$ cat src/design/albr_pkg.sv
// Shared types, constants and helpers for the ambient light brightness ramp.
package albr_pkg;

	localparam int LEVELS_DEF = 4;
	localparam int THRESH_N   = 4;
	localparam int TABLE_N    = 4;
	localparam int SAMPLE_W   = 16;
	localparam int SUM_W      = SAMPLE_W + 2;
	localparam int BRIGHT_W   = 8;
	localparam int LVL_W      = 3;
	localparam int SEL_W      = 2;
	localparam int OFFSET_W   = 3;
	localparam int RING_N     = 3;
	localparam int SLOT_W     = 2;
	localparam int CFG_IDX_W  = 3;
	localparam int CFG_DATA_W = 32;

	localparam int RAMP_FAR   = 10;
	localparam int RAMP_EXTRA = 3;
	localparam int RAMP_STEP  = 1;

	localparam logic [SAMPLE_W-1:0] RING_RESET    = SAMPLE_W'(128);
	localparam logic [BRIGHT_W-1:0] TARGET_RESET  = BRIGHT_W'(255);
	localparam logic [BRIGHT_W-1:0] CURRENT_RESET = BRIGHT_W'(70);
	localparam logic [THRESH_N-1:0][SAMPLE_W-1:0] THRESH_RESET = {
		16'd30000, 16'd12000, 16'd4000, 16'd1000
	};
	localparam logic [CFG_DATA_W-1:0] TABLE_RESET = 32'hFFA0_6020;

	typedef enum logic [CFG_IDX_W-1:0] {
		REG_THRESH_0 = 3'd0,
		REG_THRESH_1 = 3'd1,
		REG_THRESH_2 = 3'd2,
		REG_THRESH_3 = 3'd3,
		REG_TABLE    = 3'd4,
		REG_OFFSET   = 3'd5
	} cfg_reg_t;

	// Thresholds are kept as three times the written value, so the level
	// compare can run on the ring sum instead of the truncated average.
	typedef struct packed {
		logic [THRESH_N-1:0][SUM_W-1:0]   thresh3;
		logic [TABLE_N-1:0][BRIGHT_W-1:0] bright_table;
		logic signed [OFFSET_W-1:0]       offset;
	} albr_cfg_t;

	function automatic logic [SUM_W-1:0] times3(input logic [SAMPLE_W-1:0] v);
		logic [SUM_W-1:0] w;
		w = SUM_W'(v);
		return (w << 1) + w;
	endfunction

	localparam albr_cfg_t CFG_RESET = '{
		thresh3:      {times3(THRESH_RESET[3]), times3(THRESH_RESET[2]),
		               times3(THRESH_RESET[1]), times3(THRESH_RESET[0])},
		bright_table: TABLE_RESET,
		offset:       '0
	};

endpackage

$ cat src/design/albr_level.sv
// Light level search, offset clamp and target brightness lookup.
module albr_level import albr_pkg::*; #(
	parameter int LEVELS = LEVELS_DEF
) (
	input  albr_cfg_t          cfg,
	input  logic [SUM_W-1:0]   ring_sum,
	output logic [BRIGHT_W-1:0] target,
	output logic               night
);

	logic [LVL_W-1:0]        lvl;
	logic signed [LVL_W:0]   shifted;
	logic [SEL_W-1:0]        sel;

	// Average below threshold is the same as sum below three times threshold.
	always_comb begin
		lvl = LVL_W'(LEVELS);
		for (int i = LEVELS - 1; i >= 0; i--) begin
			if (ring_sum < cfg.thresh3[i]) begin
				lvl = LVL_W'(i);
			end
		end
	end

	assign night   = (lvl == '0);
	assign shifted = $signed({1'b0, lvl}) + $signed({cfg.offset[OFFSET_W-1], cfg.offset});

	always_comb begin
		priority if (shifted < 0) begin
			sel = '0;
		end else if (shifted > $signed((LVL_W+1)'(LEVELS - 1))) begin
			sel = SEL_W'(LEVELS - 1);
		end else begin
			sel = shifted[SEL_W-1:0];
		end
	end

	assign target = cfg.bright_table[sel];

endmodule

$ cat src/design/ambient_light_brightness_ramp_core.sv
// Top level of the ambient light brightness ramp.
// An accepted transaction passes through the input register and then the state and result registers.
// Throughput: one transaction per cycle while the result is not stalled; the ring update, level search and ramp
// step all settle between the input register and the state and result registers.
// Reset: configuration, valid and state registers return to their defaults, the ring holds 128 in every slot,
// target brightness is 255, current brightness is 70 and night mode is off.
module ambient_light_brightness_ramp_core import albr_pkg::*; #(
	parameter int LEVELS = LEVELS_DEF
) (
	input  logic                  clk,
	input  logic                  arst_n,
	input  logic                  wr_en,
	input  logic [CFG_IDX_W-1:0]  wr_index,
	input  logic [CFG_DATA_W-1:0] wr_data,
	input  logic                  in_valid,
	output logic                  in_stall,
	input  logic                  sample_valid,
	input  logic [SAMPLE_W-1:0]   light_sample,
	output logic                  out_valid,
	input  logic                  out_stall,
	output logic                  changed,
	output logic [BRIGHT_W-1:0]   brightness_out,
	output logic [BRIGHT_W-1:0]   target_out,
	output logic                  night_mode
);

	albr_cfg_t                  cfg_q;

	logic                       valid_s1;
	logic                       sample_valid_s1;
	logic [SAMPLE_W-1:0]        light_sample_s1;

	logic [RING_N-1:0][SAMPLE_W-1:0] ring_q;
	logic [SLOT_W-1:0]          slot_q;
	logic [BRIGHT_W-1:0]        target_q;
	logic [BRIGHT_W-1:0]        current_q;
	logic                       night_q;
	logic                       changed_q;
	logic                       out_valid_q;

	logic                       advance;
	logic [RING_N-1:0][SAMPLE_W-1:0] ring_next;
	logic [SUM_W-1:0]           ring_sum;
	logic [BRIGHT_W-1:0]        lvl_target;
	logic                       lvl_night;
	logic [BRIGHT_W-1:0]        target_next;
	logic                       night_next;
	logic                       up;
	logic [BRIGHT_W-1:0]        diff;
	logic [BRIGHT_W-1:0]        step;
	logic                       changed_next;
	logic [BRIGHT_W-1:0]        current_next;

	// Configuration writes.
	always_ff @(posedge clk or negedge arst_n) begin
		if (!arst_n) begin
			cfg_q <= CFG_RESET;
		end else if (wr_en) begin
			unique case (wr_index)
				REG_THRESH_0: cfg_q.thresh3[0] <= times3(wr_data[SAMPLE_W-1:0]);
				REG_THRESH_1: cfg_q.thresh3[1] <= times3(wr_data[SAMPLE_W-1:0]);
				REG_THRESH_2: cfg_q.thresh3[2] <= times3(wr_data[SAMPLE_W-1:0]);
				REG_THRESH_3: cfg_q.thresh3[3] <= times3(wr_data[SAMPLE_W-1:0]);
				REG_TABLE:    cfg_q.bright_table <= wr_data;
				REG_OFFSET:   cfg_q.offset <= wr_data[OFFSET_W-1:0];
				default:      ;
			endcase
		end
	end

	// The stage-one item moves on whenever the result register is free or being taken.
	assign advance  = valid_s1 && (!out_valid_q || !out_stall);
	assign in_stall = valid_s1 && !advance;

	always_ff @(posedge clk or negedge arst_n) begin
		if (!arst_n) begin
			valid_s1 <= 1'b0;
		end else if (!in_stall) begin
			valid_s1 <= in_valid;
		end
	end

	always_ff @(posedge clk) begin
		if (in_valid && !in_stall) begin
			sample_valid_s1 <= sample_valid;
			light_sample_s1 <= light_sample;
		end
	end

	// Ring with the new sample written into its slot.
	always_comb begin
		for (int i = 0; i < RING_N; i++) begin
			if (sample_valid_s1 && slot_q == SLOT_W'(i)) begin
				ring_next[i] = light_sample_s1;
			end else begin
				ring_next[i] = ring_q[i];
			end
		end
	end

	assign ring_sum = SUM_W'(ring_next[0]) + SUM_W'(ring_next[1]) + SUM_W'(ring_next[2]);

	albr_level #(
		.LEVELS (LEVELS)
	) u_level (
		.cfg      (cfg_q),
		.ring_sum (ring_sum),
		.target   (lvl_target),
		.night    (lvl_night)
	);

	assign target_next = sample_valid_s1 ? lvl_target : target_q;
	assign night_next  = sample_valid_s1 ? lvl_night : night_q;

	// Ramp: one step, or four when the gap after a single step is still large.
	assign up           = target_next > current_q;
	assign diff         = up ? (target_next - current_q) : (current_q - target_next);
	assign step         = (diff > BRIGHT_W'(RAMP_FAR + RAMP_STEP)) ?
	                      BRIGHT_W'(RAMP_STEP + RAMP_EXTRA) : BRIGHT_W'(RAMP_STEP);
	assign changed_next = target_next != current_q;

	always_comb begin
		if (!changed_next) begin
			current_next = current_q;
		end else if (up) begin
			current_next = current_q + step;
		end else begin
			current_next = current_q - step;
		end
	end

	always_ff @(posedge clk or negedge arst_n) begin
		if (!arst_n) begin
			ring_q    <= {RING_N{RING_RESET}};
			slot_q    <= '0;
			target_q  <= TARGET_RESET;
			current_q <= CURRENT_RESET;
			night_q   <= 1'b0;
		end else if (advance) begin
			ring_q    <= ring_next;
			target_q  <= target_next;
			current_q <= current_next;
			night_q   <= night_next;
			if (sample_valid_s1) begin
				slot_q <= (slot_q == SLOT_W'(RING_N - 1)) ? '0 : slot_q + SLOT_W'(1);
			end
		end
	end

	// The state registers double as the result payload; they only move on advance,
	// which never happens while a result is held.
	always_ff @(posedge clk or negedge arst_n) begin
		if (!arst_n) begin
			out_valid_q <= 1'b0;
		end else if (advance) begin
			out_valid_q <= 1'b1;
		end else if (!out_stall) begin
			out_valid_q <= 1'b0;
		end
	end

	always_ff @(posedge clk) begin
		if (advance) begin
			changed_q <= changed_next;
		end
	end

	assign out_valid      = out_valid_q;
	assign changed        = changed_q;
	assign brightness_out = current_q;
	assign target_out     = target_q;
	assign night_mode     = night_q;

endmodule

$ cat config.mk
export PLATFORM = sky130hd
export DESIGN_NAME = ambient_light_brightness_ramp_core
export DESIGN_NICKNAME = d
export VERILOG_FILES = /design/src/design/albr_pkg.sv /design/src/design/albr_level.sv /design/src/design/ambient_light_brightness_ramp_core.sv
export SDC_FILE = /design/constraint.sdc
export NUM_CORES = 1
export LEC_CHECK = 0
export ABC_CLOCK_PERIOD_IN_PS = 12900
export BUFFER_PORTS_ARGS = -buffer_cell sky130_fd_sc_hd__buf_2
export CAP_MARGIN = 5
export CORE_MARGIN = 2
export CORE_UTILIZATION = 55
export DETAILED_ROUTE_END_ITERATION = 16
export MAX_ROUTING_LAYER = met4
export PLACE_DENSITY = 0.79
export SLEW_MARGIN = 5
export SYNTH_ARGS = -nofsm -noshare
export SYNTH_HDL_FRONTEND = slang
export SYNTH_SLANG_ARGS = --single-unit
$ cat constraint.sdc
create_clock -name clk -period 12.9 [get_ports clk]
set_clock_uncertainty 0.15 [all_clocks]
set_input_delay 2.58 -clock clk [delete_from_list [all_inputs] [get_ports clk]]
set_output_delay 2.58 -clock clk [all_outputs]
set_load 0.02 [all_outputs]
Yosys cells after proc, flatten, opt, wreduce, memory -nomap -nowiden --
Index checks and enable logic that the tools add are counted.
Word-level totals: output and inout bits 20, word-level logic and storage cells 88, bits in registers 194, input port bits 57
Operators by class: add/subtract/negate cells 9, muxes and demuxes 18, reductions and logical operators 22, magnitude comparators 9, eq/ne operators 9
Operator list (count):
- less-than comparator 18 bit | 4
- 2-to-1 mux 16 bit | 3
- adder 17 x 16 -> 18 bit | 2
- 2-to-1 mux 8 bit | 4
- adder 16 x 16 -> 17 bit | 1
- binary-select mux 8 bit (select 2 bit) | 1
- AND reduction 2 bit | 8
- subtractor 8 bit | 2
- 2-to-1 mux 3 bit | 5
- adder 8 x 3 -> 8 bit | 1
- > comparator 8 x 4 -> 1 bit (second input constant) | 1
- > comparator 8 bit | 1
- inequality test 8 bit | 1
- subtractor 8 x 3 -> 8 bit | 1
- equality test 3 x 2 -> 1 bit (second input constant) | 2
- equality test 3 bit (second input constant) | 2
- logical AND 1 bit | 6
- zero test 3 bit | 2
- 2-to-1 mux 2 bit | 3
- adder 4 x 3 -> 4 bit | 1
- > comparator 4 x 3 -> 1 bit (second input constant) | 1
- zero test 1 bit | 4
- less-than comparator 4 x 1 -> 1 bit (second input constant) | 1
- equality test 3 x 1 -> 1 bit (second input constant) | 1
- 8 further kinds | 9

Logic depth before layout (Yosys ltp) --
word-level depth 23, mapped depth 55, depth with buffers taken out 51

Hierarchy --
From an unflattened synthesis, not the netlist that was laid out.
Unflattened totals: cell total of the unflattened synthesis 1174, area total of the unflattened synthesis 12468.2 um^2
Modules (own cells, without submodules):
- ambient_light_brightness_ramp_core | cells each 897, times used 1, area each 10337.4 um^2, sequential area each 5013.6 um^2
- albr_level | cells each 277, times used 1, area each 2130.8 um^2, sequential area each 0.0 um^2

Least setup slack after synthesis --
OpenSTA, ideal clock, no wires.
kind flip-flop to flip-flop, start point register sample_valid_s1, end point register current_q[7] (netlist: brightness_out[7]), library setup time 0.122 ns, clock period less this slack 10.940 ns, stages on the path, launching flop included 54, data required time 12.628 ns, data arrival time 10.668 ns, path slack 1.960 ns, buffers on the path 4, path through edfxtp_1 -> clkbuf_1 -> nand3b_1 -> clkbuf_1 -> buf_1 -> mux2i_1 -> fa_1 -> fa_1 -> nor2b_1 -> o21ai_0 -> a21boi_0 -> o211ai_1 -> a31oi_1 -> a21o_1 -> a21oi_1 -> xnor2_1 -> ha_1 -> nor2b_1 -> (+18 left out) -> a21boi_2 -> o21a_1 -> buf_6 -> inv_8 -> mux2_4 -> a221oi_2 -> o21ai_1 -> mux2i_2 -> or3_1 -> ha_1 -> nor2b_1 -> o21ai_0 -> a21oi_1 -> o21ai_0 -> a21oi_1 -> xnor2_1 -> nor2_1 -> xnor2_1
On the way: longest elaborated chain between the ends 22, elaborated cells on any way between the ends 35, those cells by class add/sub: 7; order compare: 8; eq/ne: 1; mux: 15; reduce/logical: 4
Ends and longest elaborated chain:
- from (decl) | line ambient_light_brightness_ramp_core.sv:30 | logic sample_valid_s1;
- from (signal assigned) | line ambient_light_brightness_ramp_core.sv:85 | sample_valid_s1 <= sample_valid;
- logical AND 1 bit | line ambient_light_brightness_ramp_core.sv:93 | if (sample_valid_s1 && slot_q == SLOT_W'(i)) begin
- 2-to-1 mux 16 bit | line ambient_light_brightness_ramp_core.sv:93
- adder 16 x 16 -> 17 bit | line ambient_light_brightness_ramp_core.sv:101 | assign ring_sum = SUM_W'(ring_next[0]) + SUM_W'(ring_next[1]) + SUM_W'(ring_next[2]);
- adder 17 x 16 -> 18 bit | line ambient_light_brightness_ramp_core.sv:101
- less-than comparator 18 bit | line albr_level.sv:19 | if (ring_sum < cfg.thresh3[i]) begin
- 2-to-1 mux 3 bit (4 in a row) | line albr_level.sv:19
- adder 4 x 3 -> 4 bit | line albr_level.sv:26 | assign shifted = $signed({1'b0, lvl}) + $signed({cfg.offset[OFFSET_W-1], cfg.offset});
- > comparator 4 x 3 -> 1 bit | line albr_level.sv:31 | end else if (shifted > $signed((LVL_W+1)'(LEVELS - 1))) begin
- (+3 left out)
- 2-to-1 mux 8 bit (not written as such) | line albr_level.sv:38 | assign target = cfg.bright_table[sel];
- 2-to-1 mux 8 bit (*) | line ambient_light_brightness_ramp_core.sv:112 | assign target_next = sample_valid_s1 ? lvl_target : target_q;
- subtractor 8 bit or > comparator 8 bit (tied branches) | line ambient_light_brightness_ramp_core.sv:117, ambient_light_brightness_ramp_core.sv:116
- 2-to-1 mux 8 bit | line ambient_light_brightness_ramp_core.sv:117 | assign diff = up ? (target_next - current_q) : (current_q - target_next);
- > comparator 8 x 4 -> 1 bit | line ambient_light_brightness_ramp_core.sv:118 | assign step = (diff > BRIGHT_W'(RAMP_FAR + RAMP_STEP)) ?
- 2-to-1 mux 3 bit | line ambient_light_brightness_ramp_core.sv:118
- subtractor 8 x 3 -> 8 bit or adder 8 x 3 -> 8 bit (tied branches) | line ambient_light_brightness_ramp_core.sv:128, ambient_light_brightness_ramp_core.sv:126
- 2-to-1 mux 8 bit | line ambient_light_brightness_ramp_core.sv:125 | end else if (up) begin
- to (signal assigned) | line ambient_light_brightness_ramp_core.sv:142 | current_q <= current_next;
- to (decl) | line ambient_light_brightness_ramp_core.sv:36 | logic [BRIGHT_W-1:0] current_q;
Mark *: on every way between the ends. The rest lies on a longest branch, timed or not. The select of a mux whose other input is x is not followed. A chain may end at the register's enable or synchronous reset.

Worst setup path in the final report --
Ends and elaborated chain as after synthesis.

==> results.toml <==
[drt]
vias = 8970
dr.pass1.iters = 5
viasPerCell = 5.677
drc_errors = 0
ant_nets = 0
wl_um = 27760
dr.first_iter.drc_count = 521
wl_per_cell_um = 17.57

[global_routing]
grt_pass1_wl_um = 46500
gr-total-overflow = 0
antenna_found_initial = 0
grt_use_total_pct = 25.14
grt_max_degree = 70
grt_pass1_vias = 9258

[worst_setup_path]
startpoint_type = "flip-flop"
r2r_cells = 47
reg2reg_setup_slack_ns = 1.05
cp_slowest_cell = "a21boi_0"
r2r_start = "sample_valid_s1"
required_ns = 13.11
cp_max_fo = 21
worstSetupPathType = "flip-flop to flip-flop"
end_kind = "flip-flop"
critPathMaxStageDelay_ns = 0.62
reg2reg_to = "brightness_out[7]"
cp.arrival_ns = 12.06

[run]
maxCapViolCount = 0

[sta]
fmax_mhz = 84.37
tns_ns = 0
worst_slew_pin_slew_ns = 1.239
period_share_pct = 91.88
setup_viol = 0
relSlewSlack_pct = 17.23
hold_viol = 0
rsz0062_at_grt = "no"
maxSlewViolCount = 0
final.min_clock_period_ns = 11.85

[yosys]
ys_seq_area_share_pct = 40.36
synthCells = 1216
synth-seq-cells = 194
synth_nets = 1421
ys.flop_type = "dfrtp_1"
synth_cell_type_count = 61
synth_edf_count = 18
synth.avg_cell_area_um2 = 10.22
ys.warnings.count = 0
ys_async_sr_fraction_pct = 90.72
synthesis.area_um2 = 12420

[layout]
area_delta_synth_final_pct = 10.52
nets = 1492
diodes = 0
drive_above_1_share_pct = 22.54
n_fill_cell = 1798

[clock_network]
clockBufferDepth = 2
cts.sinks = 194
htree_levels = 4
clk-insertion-delay-late_ns = 0.44
postCtsSetupBuffers = 0
cts_tree = "done"
cts-buffers-inserted = 17
cts_root_buffer = "clkbuf_16"
clkSlewWorstSetupHoldPaths_ns = 0.07

[floorplanning]
io-pin-count = 77
rows = 54
die-width_um = 154.3
core_area_um2 = 22030
die_area_um2 = 23810
die_h_um = 154.3
initial_utilization_pct = 56.40

[placed_design]
routabilityCongestion = 0.9151
portBuffers = 76
hpwl_um = 20600

[worst_hold_path]
min_path_type = "flip-flop to flip-flop"
hp-start = "cfg_q[96]"
hold_depth = 2
worst_hold_path.endpoint = "cfg_q[96]"

[run_status]
status = "finished clean"
[per-stage QoR]
stage	std cells	hold WS (ns)	cell area (um^2)	setup slack (ns)	util, %
after floorplan	1216	0.2936	12420	1.960	-
after global placement	1548	0.2990	13110	1.232	59.51
after detailed placement	1548	0.3199	13110	0.7514	59.51
after CTS	1580	0.3337	13720	0.7044	62.30
after global routing	1580	0.3507	13730	0.07698	62.34
final	1580	0.3325	13730	1.047	62.34
[routing by layer]
layer / wire length (um) / track usage [%]
met5: 0 / -
met4: 516 / 6.746
met3: 1059 / 3.250
met2: 13610 / 42.00
met1: 12570 / 32.68
[Yosys cell counts (3+ instances only)]
cell / count / area [um^2]
ha_1: 126 / 1577
inv_1: 124 / 465.5
dfrtp_1: 121 / 3028
nand2_1: 107 / 401.6
o21ai_0: 105 / 525.5
mux2_2: 100 / 1126
a21oi_1: 75 / 375.4
mux2i_1: 56 / 560.5
dfstp_2: 55 / 1445
nor2_1: 54 / 202.7
a21o_1: 31 / 232.7
clkbuf_1: 29 / 108.9
xnor2_1: 23 / 201.4
fa_1: 22 / 440.4
edfxtp_1: 18 / 540.5
nand3_1: 17 / 85.08
xor2_1: 15 / 131.4
nand2b_1: 14 / 87.58
nor3_1: 12 / 60.06
nor2b_1: 11 / 68.82
a31oi_1: 7 / 43.79
o22ai_1: 7 / 43.79
nand3b_1: 6 / 45.04
a211oi_1: 5 / 37.54
and3_1: 5 / 31.28
nand4_1: 5 / 31.28
o211ai_1: 5 / 37.54
o21a_1: 5 / 37.54
buf_1: 4 / 15.01
or3_1: 4 / 25.02
a21boi_0: 3 / 22.52
o21bai_1: 3 / 22.52
o22a_1: 3 / 26.28
or2_2: 3 / 18.77
[flip-flops by register name (all words and copies together), names as in the netlist]
| name | flops |
|---|---|
| brightness_out | 8 |
| cfg_q | 107 |
| changed | 1 |
| light_sample_s1 | 16 |
| night_mode | 1 |
| out_valid | 1 |
| ring_q | 48 |
| sample_valid_s1 | 1 |
| slot_q | 2 |
| target_out | 8 |
| valid_s1 | 1 |
[how the worst max path moves through the flow]
stage | endpoint | cells past startpoint | slack, ns | start
6_report | brightness_out[7] | 47 | 1.05 | sample_valid_s1
5_1_grt | brightness_out[7] | 47 | 0.08 | sample_valid_s1
4_1_cts | brightness_out[7] | 51 | 0.70 | sample_valid_s1
3_5_place_dp | brightness_out[7] | 51 | 0.75 | sample_valid_s1
3_3_place_gp | brightness_out[7] | 52 | 1.23 | sample_valid_s1
2_1_floorplan | brightness_out[7] | 53 | 1.96 | sample_valid_s1
[kinds of logic (layout without fill, tap and decap cells)]
kind of cell             Yosys count  in the layout  synth area share (%)
multiplexers                     158            158                 13.81
adder cells (fa/ha/maj)          148            148                 16.24
flip-flops                       194            194                 40.36
XOR/XNOR                          38             38                 2.679
buffers and inverters            161            245                 5.056
AND/OR/NAND/NOR                  250            250                 9.276
AO/OA/AOI/OAI                    267            267                 12.59
[layout by cell type (no fill, tap or decap), types with 17 or more instances in the layout]
master / count
a21o_1: 31
a21oi_1: 75
buf_2: 75
clkbuf_16: 18
dfrtp_1: 121
dfstp_2: 55
edfxtp_1: 18
fa_1: 22
ha_1: 126
inv_1: 124
mux2_2: 100
mux2i_1: 56
nand2_1: 107
nand3_1: 17
nor2_1: 54
o21ai_0: 105
xnor2_1: 22
[cell type report]
type                            count  area (um^2)  share of cell area, %
Multi-Input combinational cell    861         6799                  49.52
Sequential cell                   194         5014                  36.51
Clock buffer                       20        478.0                  3.481
Timing Repair Buffer               88        476.7                  3.472
Inverter                          125        476.7                  3.472
Tap cell                          280        350.3                  2.551
Clock inverter                     12        136.4                 0.9933
[what timing repair did]
action	4_1_cts	5_1_grt
resized for setup	0	3
endpoints found under the setup margin	0	3
hold buffers	0	0
endpoints found under the hold margin	0	0
[critical path: cells and delay by family, from the launching register on]
kind / cells / cell delay [ns]
adders and majority gates: 8 / 2.73
and+or+nand+nor: 10 / 2.16
muxes: 4 / 0.93
AOI/OAI and AO/OA: 18 / 4.33
DFF: 1 / 0.36
buffers and inverters: 4 / 0.64
xor gates and xnor gates: 3 / 0.45
Power is not shown: default switching activity piles up to over one toggle a cycle in this logic, so the estimate is an artifact.
